**config.mk**
```make
export PLATFORM = sky130hd
export DESIGN_NAME = swa_cell
export DESIGN_NICKNAME = d
export VERILOG_FILES = /design/src/swa_pkg.sv /design/src/swa_cell.sv
export SDC_FILE = /design/constraint.sdc
export NUM_CORES = 1
export LEC_CHECK = 0
export ABC_AREA = 1
export CORE_MARGIN = 2
export CORE_UTILIZATION = 55
export DETAILED_ROUTE_END_ITERATION = 7
export DONT_BUFFER_PORTS = 1
export PLACE_DENSITY = 0.74
export SETUP_SLACK_MARGIN = 0.5
export SLEW_MARGIN = 15
export SYNTH_ARGS = -nofsm -noshare
export SYNTH_HDL_FRONTEND = slang
export SYNTH_SLANG_ARGS = --single-unit
```
**constraint.sdc**
```tcl
create_clock -name vclk -period 11.8
set_clock_uncertainty 0.1 [all_clocks]
set_input_delay 1.77 -clock vclk [all_inputs]
set_output_delay 1.77 -clock vclk [all_outputs]
set_load 0.005 [all_outputs]
```
**src/swa_pkg.sv**
```systemverilog
package swa_pkg;

  localparam int MAX_QUERY     = 1024;
  localparam int ALPHABET_SIZE = 24;
  localparam int SCORE_BITS    = 16;

  localparam int CODE_W    = 5;
  localparam int SUBST_W   = 8;
  localparam int GAP_W     = 7;
  localparam int REF_W     = 16;
  localparam int CFG_IDX_W = 2;
  localparam int QIDX_W    = $clog2(MAX_QUERY);
  localparam int QLEN_W    = QIDX_W + 1;
  localparam int SUB_AW    = $clog2(ALPHABET_SIZE * ALPHABET_SIZE);
  localparam int CNT_W     = SCORE_BITS - 1;

  localparam logic signed [SCORE_BITS-1:0] SC_MAX = {1'b0, {(SCORE_BITS-1){1'b1}}};
  localparam logic signed [SCORE_BITS-1:0] SC_MIN = {1'b1, {(SCORE_BITS-1){1'b0}}};
  localparam logic [CNT_W-1:0] CNT_MAX = {CNT_W{1'b1}};

  localparam logic [GAP_W-1:0] GAP_OPEN_RST = GAP_W'(10);
  localparam logic [GAP_W-1:0] GAP_EXT_RST  = GAP_W'(1);

  localparam logic [CFG_IDX_W-1:0] CFG_GAP_OPEN = CFG_IDX_W'(0);
  localparam logic [CFG_IDX_W-1:0] CFG_GAP_EXT  = CFG_IDX_W'(1);

  typedef enum logic [1:0] {
    MODE_MATRIX = 2'd0,
    MODE_QUERY  = 2'd1,
    MODE_REF    = 2'd2,
    MODE_NONE   = 2'd3
  } mode_e;

  typedef enum logic [2:0] {
    ST_IDLE,
    ST_RDQ,
    ST_RDS,
    ST_CALC,
    ST_FIN
  } state_e;

  typedef struct packed {
    logic signed [SCORE_BITS-1:0] score;
    logic [CNT_W-1:0]             match_cnt;
    logic [CNT_W-1:0]             similar;
    logic [CNT_W-1:0]             length;
  } path_t;

  localparam path_t PATH_NONE = '{score: SC_MIN, match_cnt: '0, similar: '0, length: '0};

  typedef struct packed {
    path_t                        path;
    logic signed [SCORE_BITS-1:0] gap;
  } col_t;

  typedef struct packed {
    path_t                        diag;
    path_t                        up;
    logic signed [SCORE_BITS-1:0] vgap;
    col_t                         left;
    logic signed [SUBST_W-1:0]    sub;
    logic                         ident;
    logic [GAP_W-1:0]             gap_open;
    logic [GAP_W-1:0]             gap_ext;
  } cell_in_t;

  typedef struct packed {
    path_t                        path;
    logic signed [SCORE_BITS-1:0] hgap;
    logic signed [SCORE_BITS-1:0] vgap;
    logic                         sat;
  } cell_out_t;

endpackage

```
**src/swa_cell.sv**
```systemverilog
module swa_cell (
  input  swa_pkg::cell_in_t  cell_i,
  output swa_pkg::cell_out_t cell_o
);

  localparam int W = swa_pkg::SCORE_BITS + 2;

  logic signed [W-1:0] hi, lo, open_s, ext_s;
  logic signed [W-1:0] dia, a_v, b_v, v, a_g, b_g, g, h;
  logic [swa_pkg::CNT_W:0] m, s, l, cmax;
  logic sat;

  always_comb begin
    hi     = W'(swa_pkg::SC_MAX);
    lo     = W'(swa_pkg::SC_MIN);
    open_s = W'(cell_i.gap_open);
    ext_s  = W'(cell_i.gap_ext);
    cmax   = {1'b0, swa_pkg::CNT_MAX};

    dia = W'(cell_i.diag.score) + W'(cell_i.sub);
    if (dia > hi) dia = hi;

    a_v = W'(cell_i.up.score) - open_s;
    if (a_v < lo) a_v = lo;
    b_v = W'(cell_i.vgap) - ext_s;
    if (b_v < lo) b_v = lo;
    v = (a_v > b_v) ? a_v : b_v;

    a_g = W'(cell_i.left.path.score) - open_s;
    if (a_g < lo) a_g = lo;
    b_g = W'(cell_i.left.gap) - ext_s;
    if (b_g < lo) b_g = lo;
    g = (a_g > b_g) ? a_g : b_g;

    h = dia;
    if (v > h) h = v;
    if (g > h) h = g;
    if (h < 0) h = '0;

    if (dia >= v && dia >= g) begin
      m = {1'b0, cell_i.diag.match_cnt} + (swa_pkg::CNT_W+1)'(cell_i.ident);
      s = {1'b0, cell_i.diag.similar} + (swa_pkg::CNT_W+1)'(cell_i.sub > 0);
      l = {1'b0, cell_i.diag.length} + 1'b1;
    end else if (v >= g) begin
      m = {1'b0, cell_i.up.match_cnt};
      s = {1'b0, cell_i.up.similar};
      l = {1'b0, cell_i.up.length} + 1'b1;
    end else begin
      m = {1'b0, cell_i.left.path.match_cnt};
      s = {1'b0, cell_i.left.path.similar};
      l = {1'b0, cell_i.left.path.length} + 1'b1;
    end
    if (h == 0) begin
      m = '0;
      s = '0;
      l = '0;
    end

    sat = 1'b0;
    if (h >= hi) begin
      h = hi;
      sat = 1'b1;
    end
    if (m >= cmax) begin
      m = cmax;
      sat = 1'b1;
    end
    if (s >= cmax) begin
      s = cmax;
      sat = 1'b1;
    end
    if (l >= cmax) begin
      l = cmax;
      sat = 1'b1;
    end

    cell_o.path.score     = h[swa_pkg::SCORE_BITS-1:0];
    cell_o.path.match_cnt = m[swa_pkg::CNT_W-1:0];
    cell_o.path.similar   = s[swa_pkg::CNT_W-1:0];
    cell_o.path.length    = l[swa_pkg::CNT_W-1:0];
    cell_o.hgap           = g[swa_pkg::SCORE_BITS-1:0];
    cell_o.vgap           = v[swa_pkg::SCORE_BITS-1:0];
    cell_o.sat            = sat;
  end

endmodule

```
**Word level (Yosys, flattened, before mapping)**

Cells that the tools add are included.

- Output and inout port bits: 94
- Input port bits: 238
- Logic and storage cells: 57
- Register bits after elaboration: 0

- $lt $le $gt $ge: 18
- Add/subtract/negate cells: 10
- Mux-type cells: 27
- Reductions and logical operators: 2

Operator list:

| cell | number |
|---|---|
| 2-to-1 mux 18 bit | 10 |
| 2-to-1 mux 16 bit | 8 |
| 2-to-1 mux 15 bit | 5 |
| greater-than comparator 18 bit | 4 |
| less-than comparator 17 x 16 -> 1 bit, second input constant | 4 |
| subtractor 16 x 8 -> 17 bit | 4 |
| >= comparator 18 bit | 3 |
| adder 15 x 1 -> 16 bit, second input constant | 3 |
| >= comparator 16 x 15 -> 1 bit, second input constant | 3 |
| adder 15 x 1 -> 16 bit | 2 |
| zero test 32 bit | 1 |
| >= comparator 18 x 16 -> 1 bit, second input constant | 1 |
| less-than comparator 18 x 1 -> 1 bit, second input constant | 1 |
| adder 16 x 8 -> 17 bit | 1 |
| greater-than comparator 17 x 16 -> 1 bit, second input constant | 1 |
| greater-than comparator 8 x 1 -> 1 bit, second input constant | 1 |
| 2-to-1 mux 1 bit | 4 |
| logical AND 1 bit | 1 |

**Logic depth before layout (Yosys ltp)**

- Depth after elaboration: 17
- Depth in mapped cells: 73
- Depth with buffers taken out: 67

**Worst setup path before layout**

No wires, ideal clock.

- Path kind: input port to output port
- Start point: in cell_i[161] in the netlist's numbering
- End point: out cell_o[0] in the netlist's numbering
- Stages on the path: 68
- Data arrival time: 8.832 ns
- Setup slack: 1.098 ns
- Buffers on the path: 7
- Data required time: 9.930 ns
- Cells stage by stage: inv_1 > ha_1 > inv_1 > fa_1 > nand3_1 > nand2_1 > nand3_1 > nand2_1 > o21ai_2 > nand2_4 > inv_2 > buf_6 > nor2_1 > ha_1 > nand2_1 > nor2_1 > nand2_1 > nand3_1 > [... 32 more ...] > inv_1 > clkbuf_1 > nor2_1 > nor2_1 > nand2_1 > nand2_2 > inv_2 > nand2_1 > nor2_2 > nand2_4 > buf_4 > nand3_1 > nor2_1 > nand3_1 > nand2_1 > nand2_1 > nand2_1 > buf_4

- Cells in the longest elaborated chain, start to end: 17
- Elaborated cells between the ends (all ways): 32
- Those cells by class: add/sub: 1; order compare: 11; mux: 18; reduce/logical: 2

Ends and longest elaborated chain:

| item | line | RTL |
|---|---|---|
| from (decl) | swa_cell.sv:2 | `input swa_pkg::cell_in_t cell_i,` |
| subtractor 16 x 8 -> 17 bit * | swa_cell.sv:23 | `a_v = W'(cell_i.up.score) - open_s;` |
| less-than comparator 17 x 16 -> 1 bit | swa_cell.sv:24 | `if (a_v < lo) a_v = lo;` |
| 2-to-1 mux 18 bit * | swa_cell.sv:24 |  |
| greater-than comparator 18 bit | swa_cell.sv:27 | `v = (a_v > b_v) ? a_v : b_v;` |
| 2-to-1 mux 18 bit * | swa_cell.sv:27 |  |
| greater-than comparator 18 bit | swa_cell.sv:36 | `if (v > h) h = v;` |
| 2-to-1 mux 18 bit | swa_cell.sv:36 |  |
| greater-than comparator 18 bit | swa_cell.sv:37 | `if (g > h) h = g;` |
| 2-to-1 mux 18 bit | swa_cell.sv:37 |  |
| less-than comparator 18 x 1 -> 1 bit | swa_cell.sv:38 | `if (h < 0) h = '0;` |
| 2-to-1 mux 18 bit | swa_cell.sv:38 |  |
| zero test 32 bit | swa_cell.sv:53 | `if (h == 0) begin` |
| 2-to-1 mux 16 bit | swa_cell.sv:53 |  |
| >= comparator 16 x 15 -> 1 bit | swa_cell.sv:64 | `if (m >= cmax) begin` |
| 2-to-1 mux 1 bit | swa_cell.sv:64 |  |
| 2-to-1 mux 1 bit | swa_cell.sv:68 | `if (s >= cmax) begin` |
| 2-to-1 mux 1 bit * | swa_cell.sv:72 | `if (l >= cmax) begin` |
| to (decl) | swa_cell.sv:3 | `output swa_pkg::cell_out_t cell_o` |

Mark *: on every way between the ends. The rest lies on a longest branch, timed or not.

==> summary.txt <==
Routing
  – Post-Route WL: 41.07 mm
  – Drt pass-1 iters: 5
  – Vias per cell: 5.778
  – Number of DRC violations after detailed-routing iteration 0: 1060
  – Routed len/inst: 17.64 um
  – Vias: 13450
  – DRC errors left: 0
  – ANT nets after route: 0

STA
  – Minimum clock period: 11.20 ns
  – Final setup vio count: 0
  – Fin. Hold Viols: 0
  – Hold WS: 3.720 ns
  – Total negative slack: 0 ns
  – RSZ-0062 raised after global routing: yes
  – Final period util: 94.92%
  – Fin worst setup slack: 0.5990 ns
  – FMAX: 0.08928 GHz
  – Slew Limit Fails: 0

Pwr
  – Leakage power: 0.007115 uW
  – Peak supply drop: 0.0004368 V
  – Design Power: 2824 uW
  – Cell Pwr Density: 219.4 nW/um^2

Finish
  – Layout cells sized above 1: 21.70%
  – Clk_buf instances: 0
  – Synthesis-to-layout area growth: 20.33%
  – Commonest non-fill, non-tap cell in the layout: nand2_1
  – FILL cells: 1788
  – Fin nets: 2457
  – Register area: 0 um^2
  – Commonest non-fill, non-tap cells in the layout: nand2_1, inv_1, nor2_1, nand3_1, ha_1
  – Layout Utilization: 66.80%
  – Num sequential: 0

Synth
  – Synthesized Nets: 2402
  – YS warnings: 0
  – Register area share after synthesis: 0%
  – Mapped Cells: 2007
  – Synthesized area: 10700 um^2
  – Count of different cell masters after synthesis: 52
  – Synth Area per Inst: 5.330 um^2

Job
  – # Max-Cap Violations: 0

Floorplanning
  – Full die area: 20580 um^2
  – Chip height: 143.5 um
  – Core Area: 19270 um^2
  – Num rows: 51
  – Die X: 143.5 um
  – Initial Utilization: 55.51%
  – I/O pin cnt: 332

Global routing
  – Congestion Overflow GR: 0
  – First-pass GRT wire length: 56.71 mm
  – Vias in the first global route: 11500
  – Initial antenna violation count: 3
  – GRT Overall Usage: 34.35%
  – Largest net degree at the start of global routing: 31

Hold path
  – Min-delay worst type: in2out

Outcome
  – Outcome: finished, final reports clean

Clock network
  – Post-CTS Hold Fix Bufs: 0

Setup path
  – Critical path class: in2out
  – Crit Path Max Fanout: 11
  – Slowest cell on crit path: ha_1
  – Worst path arrival time: 9.33 ns
  – Critical Path Source Type: input pin
  – Crit end category: output pin
  – WP data required: 9.93 ns
  – CP max stage delay: 0.31 ns
  – Most frequent CP cell: nand2_1

Placed design
  – # port buffers: 0
  – Final HPWL DP: 31.90 mm
  – GPL Wtd Cong: 1.029
  – Pre-CTS setup slack: -0.1264 ns
-- critical path: cells and delay by family --
kind	cells	cell delay [ns]
compound gates	6	1.02
fa+ha+maj	4	1.07
buf+inv	11	1.18
simple gates	41	4.25
-- synth_stat cells (2+ instances only) --
| cell type | instances | share of area [%] |
|---|---|---|
| a21o_1 | 2 | 0.14 |
| a21oi_1 | 72 | 3.4 |
| a31oi_1 | 4 | 0.23 |
| and2_1 | 14 | 0.82 |
| and3_1 | 2 | 0.12 |
| buf_2 | 20 | 0.94 |
| buf_4 | 11 | 0.77 |
| buf_6 | 5 | 0.53 |
| clkbuf_1 | 8 | 0.28 |
| fa_1 | 5 | 0.94 |
| ha_1 | 152 | 18 |
| inv_1 | 308 | 11 |
| inv_2 | 23 | 0.81 |
| mux2i_1 | 28 | 2.6 |
| nand2_1 | 626 | 22 |
| nand2_2 | 52 | 3.0 |
| nand2_4 | 4 | 0.42 |
| nand3_1 | 173 | 8.1 |
| nand3_2 | 11 | 1.0 |
| nand3b_1 | 4 | 0.28 |
| nand4_1 | 47 | 2.7 |
| nor2_1 | 198 | 6.9 |
| nor2_2 | 15 | 0.88 |
| nor2_4 | 3 | 0.32 |
| nor3_1 | 36 | 1.7 |
| nor3_2 | 2 | 0.19 |
| nor4_1 | 9 | 0.53 |
| o211ai_1 | 4 | 0.28 |
| o21a_1 | 5 | 0.35 |
| o21ai_0 | 46 | 2.2 |
| o21ai_1 | 11 | 0.51 |
| o21ai_2 | 9 | 0.74 |
| o21bai_1 | 15 | 1.1 |
| or2_1 | 3 | 0.18 |
| or2_2 | 9 | 0.53 |
| xnor2_1 | 12 | 0.98 |
| xor2_1 | 44 | 3.6 |
-- logic make-up after synthesis --
kind of cell               after synthesis  share of synthesized area [%]
xor gates and xnor gates                56                          4.585
adders and majority gates              157                          18.71
other                                    1                        0.03505
buffers and inverters                  379                          14.55
and+or+nand+nor                       1211                          50.09
muxes                                   28                          2.620
AOI/OAI and AO/OA                      175                          9.404
-- final cells by class --
type / count / area [um^2] / area share (%)
Multi-Input combinational cell: 1632 / 10350 / 80.43
Inverter: 332 / 1294 / 10.05
Timing Repair Buffer: 93 / 860.8 / 6.687
Tap cell: 265 / 331.6 / 2.576
Timing Repair inverter: 3 / 25.02 / 0.1944
Antenna cell: 3 / 7.507 / 0.05832
-- path summary, 6_finish.rpt --
kind | start | endpoint | slack (ns) | cells after the start
worst max-delay path | cell_i[1] | cell_o[35] | 0.60 | 62
worst min-delay path | cell_i[155] | cell_o[72] | 3.72 | 4
-- where the power goes --
part           switching (uW)  internal (uW)  total, uW  leakage [uW]
combinational            1800           1020       2820       0.00711
clock                       0       0.000110   0.000110  0.0000000207
sequential                  0              0          0             0
-- routing by layer --
| metal | wire [um] | track usage [%] |
|---|---|---|
| met5 | 0 | 0 |
| met4 | 2233 | 13.21 |
| met3 | 4337 | 8.397 |
| met2 | 19200 | 59.45 |
| met1 | 15290 | 40.84 |
-- per-stage QoR --
step / area [um^2] / instances
3_5_place_dp: 11010 / 2263
5_1_grt: 12870 / 2327
4_1_cts: 11160 / 2271
6_report: 12870 / 2328
3_3_place_gp: 11010 / 2263
2_1_floorplan: 10700 / 2007
-- what timing repair did --
action | CTS | global route
buffers inserted | 6 | 44
gates resized for setup | 21 | 286
pin swaps | 6 | 104
gates cloned | 2 | 10
setup endpoints to repair | 58 | 60
Note: power is estimated with default switching activity, not from simulation.
